[config.mk]
export PLATFORM = sky130hd
export DESIGN_NAME = key_debounce_autorepeat_scanner_unit
export DESIGN_NICKNAME = d
export VERILOG_FILES = /design/src/hw/rtl/kdas_pkg.sv /design/src/hw/rtl/kdas_state_ram.sv /design/src/hw/rtl/kdas_key_update.sv /design/src/hw/rtl/key_debounce_autorepeat_scanner_unit.sv
export SDC_FILE = /design/constraint.sdc
export NUM_CORES = 1
export LEC_CHECK = 0
export CORE_AREA = 2 2 250 252
export DETAILED_ROUTE_END_ITERATION = 10
export DIE_AREA = 0 0 252 254
export DONT_BUFFER_PORTS = 1
export SLEW_MARGIN = 0
export SYNTH_ARGS = -nofsm -noshare
export SYNTH_HDL_FRONTEND = slang
export SYNTH_HIERARCHICAL = 1
export SYNTH_SLANG_ARGS = --single-unit
[constraint.sdc]
create_clock -name clk_i -period 11.1 [get_ports clk_i]
set_clock_uncertainty 0.1 [all_clocks]
set_input_delay 0 -clock clk_i [delete_from_list [all_inputs] [get_ports clk_i]]
set_output_delay 0 -clock clk_i [all_outputs]
set_load 0.005 [all_outputs]
[src/hw/rtl/kdas_pkg.sv]
package kdas_pkg;

  // Key counts follow the fixed pin fields of the input beat.
  localparam int CHAN_KEYS  = 4;
  localparam int TRIM_KEYS  = 8;
  localparam int COUNT_BITS = 8;
  localparam int CFG_BITS   = 8;
  localparam int CMP_BITS   = (COUNT_BITS > CFG_BITS) ? COUNT_BITS : CFG_BITS;

  localparam int SLOTS          = CHAN_KEYS + TRIM_KEYS;
  localparam int SLOT_BITS      = $clog2(SLOTS);
  localparam int TRIM_IDX_BITS  = $clog2(TRIM_KEYS);
  localparam int CFG_IDX_BITS   = 3;

  localparam logic [SLOT_BITS-1:0]  LAST_SLOT = SLOT_BITS'(SLOTS - 1);
  localparam logic [SLOT_BITS-1:0]  FIRST_TRIM_SLOT = SLOT_BITS'(CHAN_KEYS);
  localparam logic [COUNT_BITS-1:0] CNT_MAX = '1;

  typedef enum logic [CFG_IDX_BITS-1:0] {
    REG_STICK_MODE    = 3'd0,
    REG_CLICK_PRESS   = 3'd1,
    REG_CLICK_RELEASE = 3'd2,
    REG_TRIM_SHORT    = 3'd3,
    REG_TRIM_HOLD     = 3'd4,
    REG_TRIM_REPEAT   = 3'd5,
    REG_TRIM_RELEASE  = 3'd6
  } cfg_reg_e;

  typedef struct packed {
    logic [3:0] channel_keys_n;
    logic [7:0] trim_keys_n;
  } in_beat_t;

  typedef struct packed {
    logic [2:0] channel_event;
    logic [3:0] trim_event;
  } out_beat_t;

  typedef struct packed {
    logic                stick_mode;
    logic [CFG_BITS-1:0] click_press_ticks;
    logic [CFG_BITS-1:0] click_release_ticks;
    logic [CFG_BITS-1:0] trim_short_ticks;
    logic [CFG_BITS-1:0] trim_hold_ticks;
    logic [CFG_BITS-1:0] trim_repeat_ticks;
    logic [CFG_BITS-1:0] trim_release_ticks;
  } cfg_t;

  // One state word per key. Channel keys leave rep_cnt at zero.
  typedef struct packed {
    logic [COUNT_BITS-1:0] down_cnt;
    logic [COUNT_BITS-1:0] up_cnt;
    logic [COUNT_BITS-1:0] rep_cnt;
  } key_entry_t;

  localparam int ENTRY_BITS = $bits(key_entry_t);

  // Trim scan order: throttle+, throttle-, elevator+, elevator-, rudder+, rudder-,
  // aileron+, aileron-. Event code of each trim scan position.
  localparam logic [3:0] TRIM_CODE [TRIM_KEYS] = '{
    4'd3, 4'd4, 4'd7, 4'd8, 4'd1, 4'd2, 4'd5, 4'd6
  };

  // Pin of each trim scan position in mode two and in the swapped mapping.
  localparam logic [2:0] TRIM_PIN_MODE2 [TRIM_KEYS] = '{
    3'd0, 3'd1, 3'd2, 3'd3, 3'd4, 3'd5, 3'd6, 3'd7
  };
  localparam logic [2:0] TRIM_PIN_SWAP [TRIM_KEYS] = '{
    3'd2, 3'd3, 3'd0, 3'd1, 3'd4, 3'd5, 3'd6, 3'd7
  };

  function automatic logic [CMP_BITS-1:0] ext_cnt(input logic [COUNT_BITS-1:0] v);
    return CMP_BITS'(v);
  endfunction

  function automatic logic [CMP_BITS-1:0] ext_thr(input logic [CFG_BITS-1:0] v);
    return CMP_BITS'(v);
  endfunction

  function automatic logic slot_is_trim(input logic [SLOT_BITS-1:0] slot);
    return slot >= FIRST_TRIM_SLOT;
  endfunction

  function automatic logic [TRIM_IDX_BITS-1:0] trim_idx(input logic [SLOT_BITS-1:0] slot);
    logic [SLOT_BITS-1:0] diff;
    diff = slot - FIRST_TRIM_SLOT;
    return diff[TRIM_IDX_BITS-1:0];
  endfunction

  // Pressed level of the key scanned at a slot (pins are active low).
  function automatic logic slot_pressed(input logic [SLOT_BITS-1:0] slot,
                                        input in_beat_t             beat,
                                        input logic                 stick_mode);
    logic [2:0] pin;
    logic [1:0] chan;
    chan = slot[1:0];
    pin  = stick_mode ? TRIM_PIN_MODE2[trim_idx(slot)] : TRIM_PIN_SWAP[trim_idx(slot)];
    if (slot_is_trim(slot)) begin
      return !beat.trim_keys_n[pin];
    end
    return !beat.channel_keys_n[chan];
  endfunction

endpackage

[src/hw/rtl/kdas_state_ram.sv]
module kdas_state_ram (
  input  logic                                  clk_i,
  input  logic                                  rst_ni,
  input  logic                                  re_i,
  input  logic [kdas_pkg::SLOT_BITS-1:0]        raddr_i,
  output kdas_pkg::key_entry_t                  rdata_o,
  input  logic                                  we_i,
  input  logic [kdas_pkg::SLOT_BITS-1:0]        waddr_i,
  input  kdas_pkg::key_entry_t                  wdata_i
);

  kdas_pkg::key_entry_t             mem [kdas_pkg::SLOTS];
  logic [kdas_pkg::SLOTS-1:0]       valid_q;
  kdas_pkg::key_entry_t             rdata_q;
  logic                             rvalid_q;

  always_ff @(posedge clk_i) begin
    if (we_i) begin
      mem[waddr_i] <= wdata_i;
    end
    if (re_i) begin
      rdata_q <= mem[raddr_i];
    end
  end

  // An entry never written since reset reads as all-zero counters.
  always_ff @(posedge clk_i or negedge rst_ni) begin
    if (!rst_ni) begin
      valid_q  <= '0;
      rvalid_q <= 1'b0;
    end else begin
      if (we_i) begin
        valid_q[waddr_i] <= 1'b1;
      end
      if (re_i) begin
        rvalid_q <= valid_q[raddr_i];
      end
    end
  end

  assign rdata_o = rvalid_q ? rdata_q : '0;

endmodule

[src/hw/rtl/kdas_key_update.sv]
module kdas_key_update (
  input  logic                 is_trim_i,
  input  logic                 pressed_i,
  input  kdas_pkg::key_entry_t cur_i,
  input  kdas_pkg::cfg_t       cfg_i,
  output kdas_pkg::key_entry_t nxt_o,
  output logic                 fire_o
);

  logic [kdas_pkg::COUNT_BITS-1:0] down_inc;
  logic click_down_room, click_up_room, trim_down_room, trim_rep_room, trim_up_room;

  assign down_inc = cur_i.down_cnt + kdas_pkg::COUNT_BITS'(1);

  assign click_down_room = (kdas_pkg::ext_cnt(cur_i.down_cnt)
                            < kdas_pkg::ext_thr(cfg_i.click_press_ticks))
                           && (cur_i.down_cnt != kdas_pkg::CNT_MAX);
  assign click_up_room   = (kdas_pkg::ext_cnt(cur_i.up_cnt)
                            < kdas_pkg::ext_thr(cfg_i.click_release_ticks))
                           && (cur_i.up_cnt != kdas_pkg::CNT_MAX);
  assign trim_down_room  = (kdas_pkg::ext_cnt(cur_i.down_cnt)
                            < kdas_pkg::ext_thr(cfg_i.trim_hold_ticks))
                           && (cur_i.down_cnt != kdas_pkg::CNT_MAX);
  assign trim_rep_room   = (kdas_pkg::ext_cnt(cur_i.rep_cnt)
                            < kdas_pkg::ext_thr(cfg_i.trim_repeat_ticks))
                           && (cur_i.rep_cnt != kdas_pkg::CNT_MAX);
  assign trim_up_room    = (kdas_pkg::ext_cnt(cur_i.up_cnt)
                            < kdas_pkg::ext_thr(cfg_i.trim_release_ticks))
                           && (cur_i.up_cnt != kdas_pkg::CNT_MAX);

  always_comb begin
    nxt_o  = cur_i;
    fire_o = 1'b0;
    if (is_trim_i) begin
      if (pressed_i) begin
        nxt_o.up_cnt = '0;
        if (trim_down_room) begin
          nxt_o.down_cnt = down_inc;
          nxt_o.rep_cnt  = '0;
          fire_o = kdas_pkg::ext_cnt(down_inc) == kdas_pkg::ext_thr(cfg_i.trim_short_ticks);
        end else if (trim_rep_room) begin
          nxt_o.rep_cnt = cur_i.rep_cnt + kdas_pkg::COUNT_BITS'(1);
        end else begin
          nxt_o.rep_cnt = '0;
          fire_o = 1'b1;
        end
      end else if (trim_up_room) begin
        nxt_o.up_cnt = cur_i.up_cnt + kdas_pkg::COUNT_BITS'(1);
      end else begin
        nxt_o.down_cnt = '0;
      end
    end else begin
      if (pressed_i) begin
        if (click_down_room) begin
          nxt_o.down_cnt = down_inc;
        end
        nxt_o.up_cnt = '0;
      end else if (click_up_room) begin
        nxt_o.up_cnt = cur_i.up_cnt + kdas_pkg::COUNT_BITS'(1);
      end else begin
        // A click counts only if the press lasted long enough.
        fire_o = kdas_pkg::ext_cnt(cur_i.down_cnt)
                 >= kdas_pkg::ext_thr(cfg_i.click_press_ticks);
        nxt_o.down_cnt = '0;
      end
    end
  end

endmodule

[src/hw/rtl/key_debounce_autorepeat_scanner_unit.sv]
// Key debounce and auto-repeat scanner.
// Each input beat is one scan tick: the active-low levels of four channel keys
// and eight trim keys. Each tick yields exactly one output beat carrying the
// channel click event and the trim event of that tick (zero when no key fires;
// when several keys of one group fire, the one scanned last wins).
// All per-key counters live in one twelve-entry state memory with a registered
// read port. A sequencer walks the keys one per cycle while the scan is not
// frozen: it reads a key's entry, updates it from the registered read data
// and writes it back while the following key is read. A tick therefore holds
// the memory port for one read and one write per key, which sets the
// sustained rate.
// A one-beat input buffer takes the next tick while the current one is being
// scanned, and a result register holds the finished beat for the receiver.
// When the receiver stalls, the result stays put; the scan of the next tick
// halts just before it would deliver its own result, and the input buffer
// fills and then stalls the sender.
// Reset restores the control and config registers to defaults and marks every
// memory entry as zero by per-entry valid bits, so no clearing pass is needed.
// Configuration writes are taken at any time but should only be made idle.
module key_debounce_autorepeat_scanner_unit (
  input  logic                                   clk_i,
  input  logic                                   rst_ni,
  input  logic                                   in_valid_i,
  output logic                                   in_stall_o,
  input  kdas_pkg::in_beat_t                     in_data_i,
  output logic                                   out_valid_o,
  input  logic                                   out_stall_i,
  output kdas_pkg::out_beat_t                    out_data_o,
  input  logic                                   cfg_we_i,
  input  logic [kdas_pkg::CFG_IDX_BITS-1:0]      cfg_idx_i,
  input  logic [kdas_pkg::CFG_BITS-1:0]          cfg_wdata_i
);

  kdas_pkg::cfg_t cfg_q;

  // Input buffer and the tick being scanned.
  logic                             in_full_q;
  kdas_pkg::in_beat_t               in_buf_q;
  logic                             busy_q;
  logic [kdas_pkg::SLOT_BITS-1:0]   slot_q;
  kdas_pkg::in_beat_t               job_q;

  // Update stage: the key whose entry comes back from memory this cycle.
  logic                             s1_valid_q;
  logic                             s1_last_q;
  logic                             s1_first_q;
  logic                             s1_pressed_q;
  logic [kdas_pkg::SLOT_BITS-1:0]   s1_slot_q;

  logic [2:0]                       chan_acc_q, chan_base, chan_nx;
  logic [3:0]                       trim_acc_q, trim_base, trim_nx;

  logic                             out_valid_q;
  kdas_pkg::out_beat_t              out_q;

  logic                             adv, take_job, s0_last, in_acc;
  logic                             ram_re, ram_we, s1_is_trim, fire;
  kdas_pkg::key_entry_t             ram_rdata, upd_entry;

  assign in_stall_o  = in_full_q;
  assign in_acc      = in_valid_i && !in_full_q;
  assign s0_last     = slot_q == kdas_pkg::LAST_SLOT;
  // The scan freezes only when a finished result cannot enter the output register.
  assign adv         = !(s1_valid_q && s1_last_q && out_valid_q && out_stall_i);
  assign take_job    = adv && (!busy_q || s0_last);
  assign ram_re      = adv && busy_q;
  assign ram_we      = adv && s1_valid_q;
  assign s1_is_trim  = kdas_pkg::slot_is_trim(s1_slot_q);

  always_ff @(posedge clk_i or negedge rst_ni) begin
    if (!rst_ni) begin
      cfg_q.stick_mode          <= 1'b1;
      cfg_q.click_press_ticks   <= 8'd4;
      cfg_q.click_release_ticks <= 8'd5;
      cfg_q.trim_short_ticks    <= 8'd5;
      cfg_q.trim_hold_ticks     <= 8'd50;
      cfg_q.trim_repeat_ticks   <= 8'd15;
      cfg_q.trim_release_ticks  <= 8'd5;
    end else if (cfg_we_i) begin
      unique case (cfg_idx_i)
        kdas_pkg::REG_STICK_MODE:    cfg_q.stick_mode          <= cfg_wdata_i[0];
        kdas_pkg::REG_CLICK_PRESS:   cfg_q.click_press_ticks   <= cfg_wdata_i;
        kdas_pkg::REG_CLICK_RELEASE: cfg_q.click_release_ticks <= cfg_wdata_i;
        kdas_pkg::REG_TRIM_SHORT:    cfg_q.trim_short_ticks    <= cfg_wdata_i;
        kdas_pkg::REG_TRIM_HOLD:     cfg_q.trim_hold_ticks     <= cfg_wdata_i;
        kdas_pkg::REG_TRIM_REPEAT:   cfg_q.trim_repeat_ticks   <= cfg_wdata_i;
        kdas_pkg::REG_TRIM_RELEASE:  cfg_q.trim_release_ticks  <= cfg_wdata_i;
        default: ;
      endcase
    end
  end

  // Payload registers.
  always_ff @(posedge clk_i) begin
    if (in_acc) begin
      in_buf_q <= in_data_i;
    end
    if (take_job) begin
      job_q <= in_buf_q;
    end
    if (adv) begin
      s1_slot_q    <= slot_q;
      s1_pressed_q <= kdas_pkg::slot_pressed(slot_q, job_q, cfg_q.stick_mode);
      s1_last_q    <= s0_last;
      s1_first_q   <= slot_q == '0;
    end
    if (ram_we) begin
      chan_acc_q <= chan_nx;
      trim_acc_q <= trim_nx;
    end
    if (ram_we && s1_last_q) begin
      out_q.channel_event <= chan_nx;
      out_q.trim_event    <= trim_nx;
    end
  end

  // Control state.
  always_ff @(posedge clk_i or negedge rst_ni) begin
    if (!rst_ni) begin
      in_full_q   <= 1'b0;
      busy_q      <= 1'b0;
      slot_q      <= '0;
      s1_valid_q  <= 1'b0;
      out_valid_q <= 1'b0;
    end else begin
      if (in_acc) begin
        in_full_q <= 1'b1;
      end else if (take_job) begin
        in_full_q <= 1'b0;
      end
      if (take_job) begin
        busy_q <= in_full_q;
        slot_q <= '0;
      end else if (adv && busy_q) begin
        slot_q <= slot_q + kdas_pkg::SLOT_BITS'(1);
      end
      if (adv) begin
        s1_valid_q <= busy_q;
      end
      if (ram_we && s1_last_q) begin
        out_valid_q <= 1'b1;
      end else if (!out_stall_i) begin
        out_valid_q <= 1'b0;
      end
    end
  end

  kdas_state_ram u_state_ram (
    .clk_i   (clk_i),
    .rst_ni  (rst_ni),
    .re_i    (ram_re),
    .raddr_i (slot_q),
    .rdata_o (ram_rdata),
    .we_i    (ram_we),
    .waddr_i (s1_slot_q),
    .wdata_i (upd_entry)
  );

  kdas_key_update u_key_update (
    .is_trim_i (s1_is_trim),
    .pressed_i (s1_pressed_q),
    .cur_i     (ram_rdata),
    .cfg_i     (cfg_q),
    .nxt_o     (upd_entry),
    .fire_o    (fire)
  );

  // Event accumulation: the first key of a tick starts from no event, and every
  // later key that fires overwrites the event of its own group.
  always_comb begin
    chan_base = s1_first_q ? '0 : chan_acc_q;
    trim_base = s1_first_q ? '0 : trim_acc_q;
    chan_nx   = chan_base;
    trim_nx   = trim_base;
    if (fire && s1_is_trim) begin
      trim_nx = kdas_pkg::TRIM_CODE[kdas_pkg::trim_idx(s1_slot_q)];
    end else if (fire) begin
      chan_nx = 3'(s1_slot_q) + 3'd1;
    end
  end

  assign out_valid_o = out_valid_q;
  assign out_data_o  = out_q;

  // The write-back of one key never lands on the entry being read.
  assert property (@(posedge clk_i) disable iff (!rst_ni)
    ram_we && ram_re |-> s1_slot_q != slot_q)
    else $error("state memory read and write hit the same key");

  // A finished tick always reaches the output register.
  assert property (@(posedge clk_i) disable iff (!rst_ni)
    ram_we && s1_last_q |=> out_valid_q)
    else $error("scan result was dropped");

  // A buffered tick handed to the sequencer starts at the first key.
  assert property (@(posedge clk_i) disable iff (!rst_ni)
    take_job && in_full_q |=> busy_q && slot_q == '0)
    else $error("sequencer did not start a buffered tick");

  // Result codes stay within their defined ranges.
  assert property (@(posedge clk_i) disable iff (!rst_ni)
    out_valid_q |-> out_q.channel_event <= 3'd4 && out_q.trim_event <= 4'd8)
    else $error("event code out of range");

  // Except for the last key, the update stage holds a key only during a tick.
  assert property (@(posedge clk_i) disable iff (!rst_ni)
    s1_valid_q && !s1_last_q |-> busy_q)
    else $error("update stage active without a tick in progress");

endmodule
==> results.yml <==
status:
  status: "completed"
detailed_routing:
  wl_per_cell_um: 20.1
  first_iter_violations: 784
  vias_per_cell: 4.84
  finalWirelength_um: 39700
  drc_errors: 0
  dr.pass1.iters: 5
  via_count: 9570
  ant_nets: 0
synthesis:
  ys_top_cells_by_area: "edfxtp_1, mux4_2, dfrtp_1"
  async_reset_ff_share_pct: 16.4
  synthCells: 1077
  synth_top_cell_by_area: "edfxtp_1"
  synth-compound-area-share_pct: 4.69
  synth_top_area_share_pct: 59.0
  synth_fp_nets: 1149
  synth_top_family_by_area: "multiplexers"
  synthSimpleGateAreaFrac_pct: 7.21
  synth_seq_area_share_pct: 68.7
  synth_common_cells: "edfxtp_1, nand2_1, mux4_2, dfrtp_1, inv_1"
  synth_warnings: 6
  synth_area_um2: 18200
  synth_cell_type_count: 68
  ys.flop_type: "edfxtp_1"
  synth.area.mux_share_pct: 13.2
  ys_ff_latch: 427
  synth-edff-count: 357
  synth-xor-area-share_pct: 0.867
  synthMostInstantiatedCell: "edfxtp_1"
  avgSynthCellArea_um2: 16.9
  yosys.area_share.adder_pct: 3.03
layout:
  regArea_um2: 12500
  diodes: 0
  n_fill_cell: 5751
  syn_to_final_growth_pct: 15.6
  drive_gt1_share_pct: 24.5
  nets: 1225
  multiInputGateArea_um2: 5330
critical_path:
  max_stage_delay_ps: 800
  crit_end: "u_state_ram/mem[7][21]"
  worstSetupPathType: "flop to flop"
  reg2reg_depth: 9
  worstSetupStartpointType: "flop"
  cp_max_fo: 25
  crit_start: "u_state_ram/rvalid_q"
  slowest_stage: "dfrtp_1"
  worstReg2RegStart: "u_state_ram/rvalid_q"
  arrival_ps: 4180
  reg2reg_slack_ps: 7040
  crit_top_cell: "a21oi_1"
  cp-end-kind: "flop"
  path_cells: "and2_1 > ha_1 > nor2b_1 > o211ai_1 > a21oi_1 > nor4_2 > o21ai_2 > or3_1 > a21oi_1"
  r2r-end: "u_state_ram/mem[7][21]"
  required_ps: 11230
floorplan:
  start_util_pct: 29.7
  dieArea_um2: 64000
  core_um2: 61300
  die_h_um: 254
  num_io_pins: 37
  num_rows: 91
  die_w_um: 252
timing:
  min_period_ps: 4060
  worst_slew_pin_slew_ps: 1210
  fin_crit_sh_pct: 36.6
  setup_viol: 0
  report.final.hold_viol_count: 0
  setup_tns_ps: 0
  fin_ws_ps: 7040
  relSlewSlack_pct: 18.7
  final_max_slew_viol_count: 0
  max_freq_ghz: 0.246
  grt_setup_unrepaired: "false"
power_and_ir_drop:
  power_density_nw_per_um2: 291
  total_leakage_power_nw: 7.29
  irDropWorstVdd_mv: 0.169
place:
  hpwl_um: 23200
  dp_slack_ps: 7080
  gp_congestion: 0.830
  port_buffers: 0
clocking:
  cts_root_buf: "clkbuf_16"
  cts_sinks: 427
  cts_tree: "built"
  clkTransAtPathRegs_ps: 60
  ctsResizeCount: 0
  insertion_delay_ps: 570
  cts_buffer_depth: 3
  cts_buffers: 43
  htreeDepth: 2
global_routing:
  grt_antenna_before_repair: 0
  grt_pass1_vias: 9985
  track_usage_pct: 12.5
  grt_pass1_wl_um: 60900
  grt-ovfl-total: 0
  grt_max_degree: 56
run:
  maxCapViolations: 0
min_path:
  hold_class: "primary input to async pin"
## cell usage in the layout (no fill, tap or decap), types with 7 or more instances in the layout
cell,count
edfxtp_1,357
clkbuf_16,43
mux2_2,50
xnor2_1,13
clkinv_1,9
nor2_1,25
dlygate4sd3_1,47
a21oi_1,21
nand3_1,16
clkinv_2,10
nand2b_1,9
mux4_2,78
or3_1,7
nor2_2,9
or2_2,16
nor3_1,14
clkbuf_1,7
dfrtp_1,52
dfstp_2,15
buf_4,18
and2_1,26
ha_1,44
inv_1,51
a22oi_2,20
nand2_1,83
mux2i_1,8
nor2b_1,8
o21ai_0,24
## critical path, delay by kind of cell (launching register included)
| kind | cells | cell delay (ps) |
|---|---|---|
| fa+ha+maj | 1 | 300 |
| flops | 1 | 800 |
| compound gates | 4 | 1250 |
| simple gates | 4 | 1260 |
## state kept, by name, indices dropped and copies added, names as in the netlist, 3 cells and up
name and flops:
in_buf_q 12, s1_slot_q 4, trim_acc_q 4, cfg_q 49, job_q 12, u_state_ram/valid_q 12
chan_acc_q 3, u_state_ram/rdata_q 24, slot_q 4, out_data_o 7, u_state_ram/mem 288
## how the worst min path moves through the flow
stage / to / cells after the start / from / slack, ps
global placement: u_state_ram/valid_q[5] / 0 / rst_ni / -390
finish: cfg_q[11] / 2 / rst_ni / 20
CTS: cfg_q[17] / 2 / rst_ni / 20
detailed placement: u_state_ram/valid_q[5] / 0 / rst_ni / -390
floorplan: busy_q / 0 / rst_ni / -400
global route: cfg_q[11] / 2 / rst_ni / 20
## repair_timing
action                                  CTS  global route
endpoints found under the setup margin    0             0
hold buffers                             49             0
buffers inserted                          0             0
endpoints found under the hold margin   156             0
## per-layer routing
layer / vias to the layer above / routed length [um] / GRT usage [%]
met2: 221 / 19300 / 21.1
li1: 4345 / - / -
met5: - / 0 / 0
met3: 56 / 1780 / 1.93
met1: 4948 / 18000 / 16.9
met4: 0 / 692 / 3.11
## power by group
group | internal (mW) | switching (mW)
clock network | 0.779 | 0.606
registers | 2.48 | 0.183
logic | 0.783 | 1.27
## cell type report
cell class | instances | area share [%]
clock buffers | 52 | 5.38
clock inverters | 26 | 1.01
inverters | 52 | 0.929
multi-input cells | 562 | 25.4
flip-flops and latches | 427 | 59.5
well taps | 790 | 4.70
repair buffers | 67 | 3.14
## cell families (layout without fill, tap and decap cells)
group / Yosys count / count (layout)
DFF: 427 / 427
AOI/OAI and AO/OA: 113 / 113
xor gates and xnor gates: 18 / 18
adders and majority gates: 44 / 44
muxes: 136 / 136
and+or+nand+nor: 251 / 251
buffers and inverters: 88 / 197
## stage by stage
stage	instance area, um^2	power, mW	std cells	utilization [%]	hold slack, ps
2_1_floorplan	18200	4.11	1077	-	-396
3_3_place_gp	19100	4.67	1849	31.3	-393
3_5_place_dp	19100	4.74	1849	31.3	-393
4_1_cts	21000	6.16	1976	34.3	18.9
5_1_grt	21000	6.45	1976	34.3	20.5
6_report	21000	6.11	1976	34.3	15.3
(Power assumes the default switching activity.)
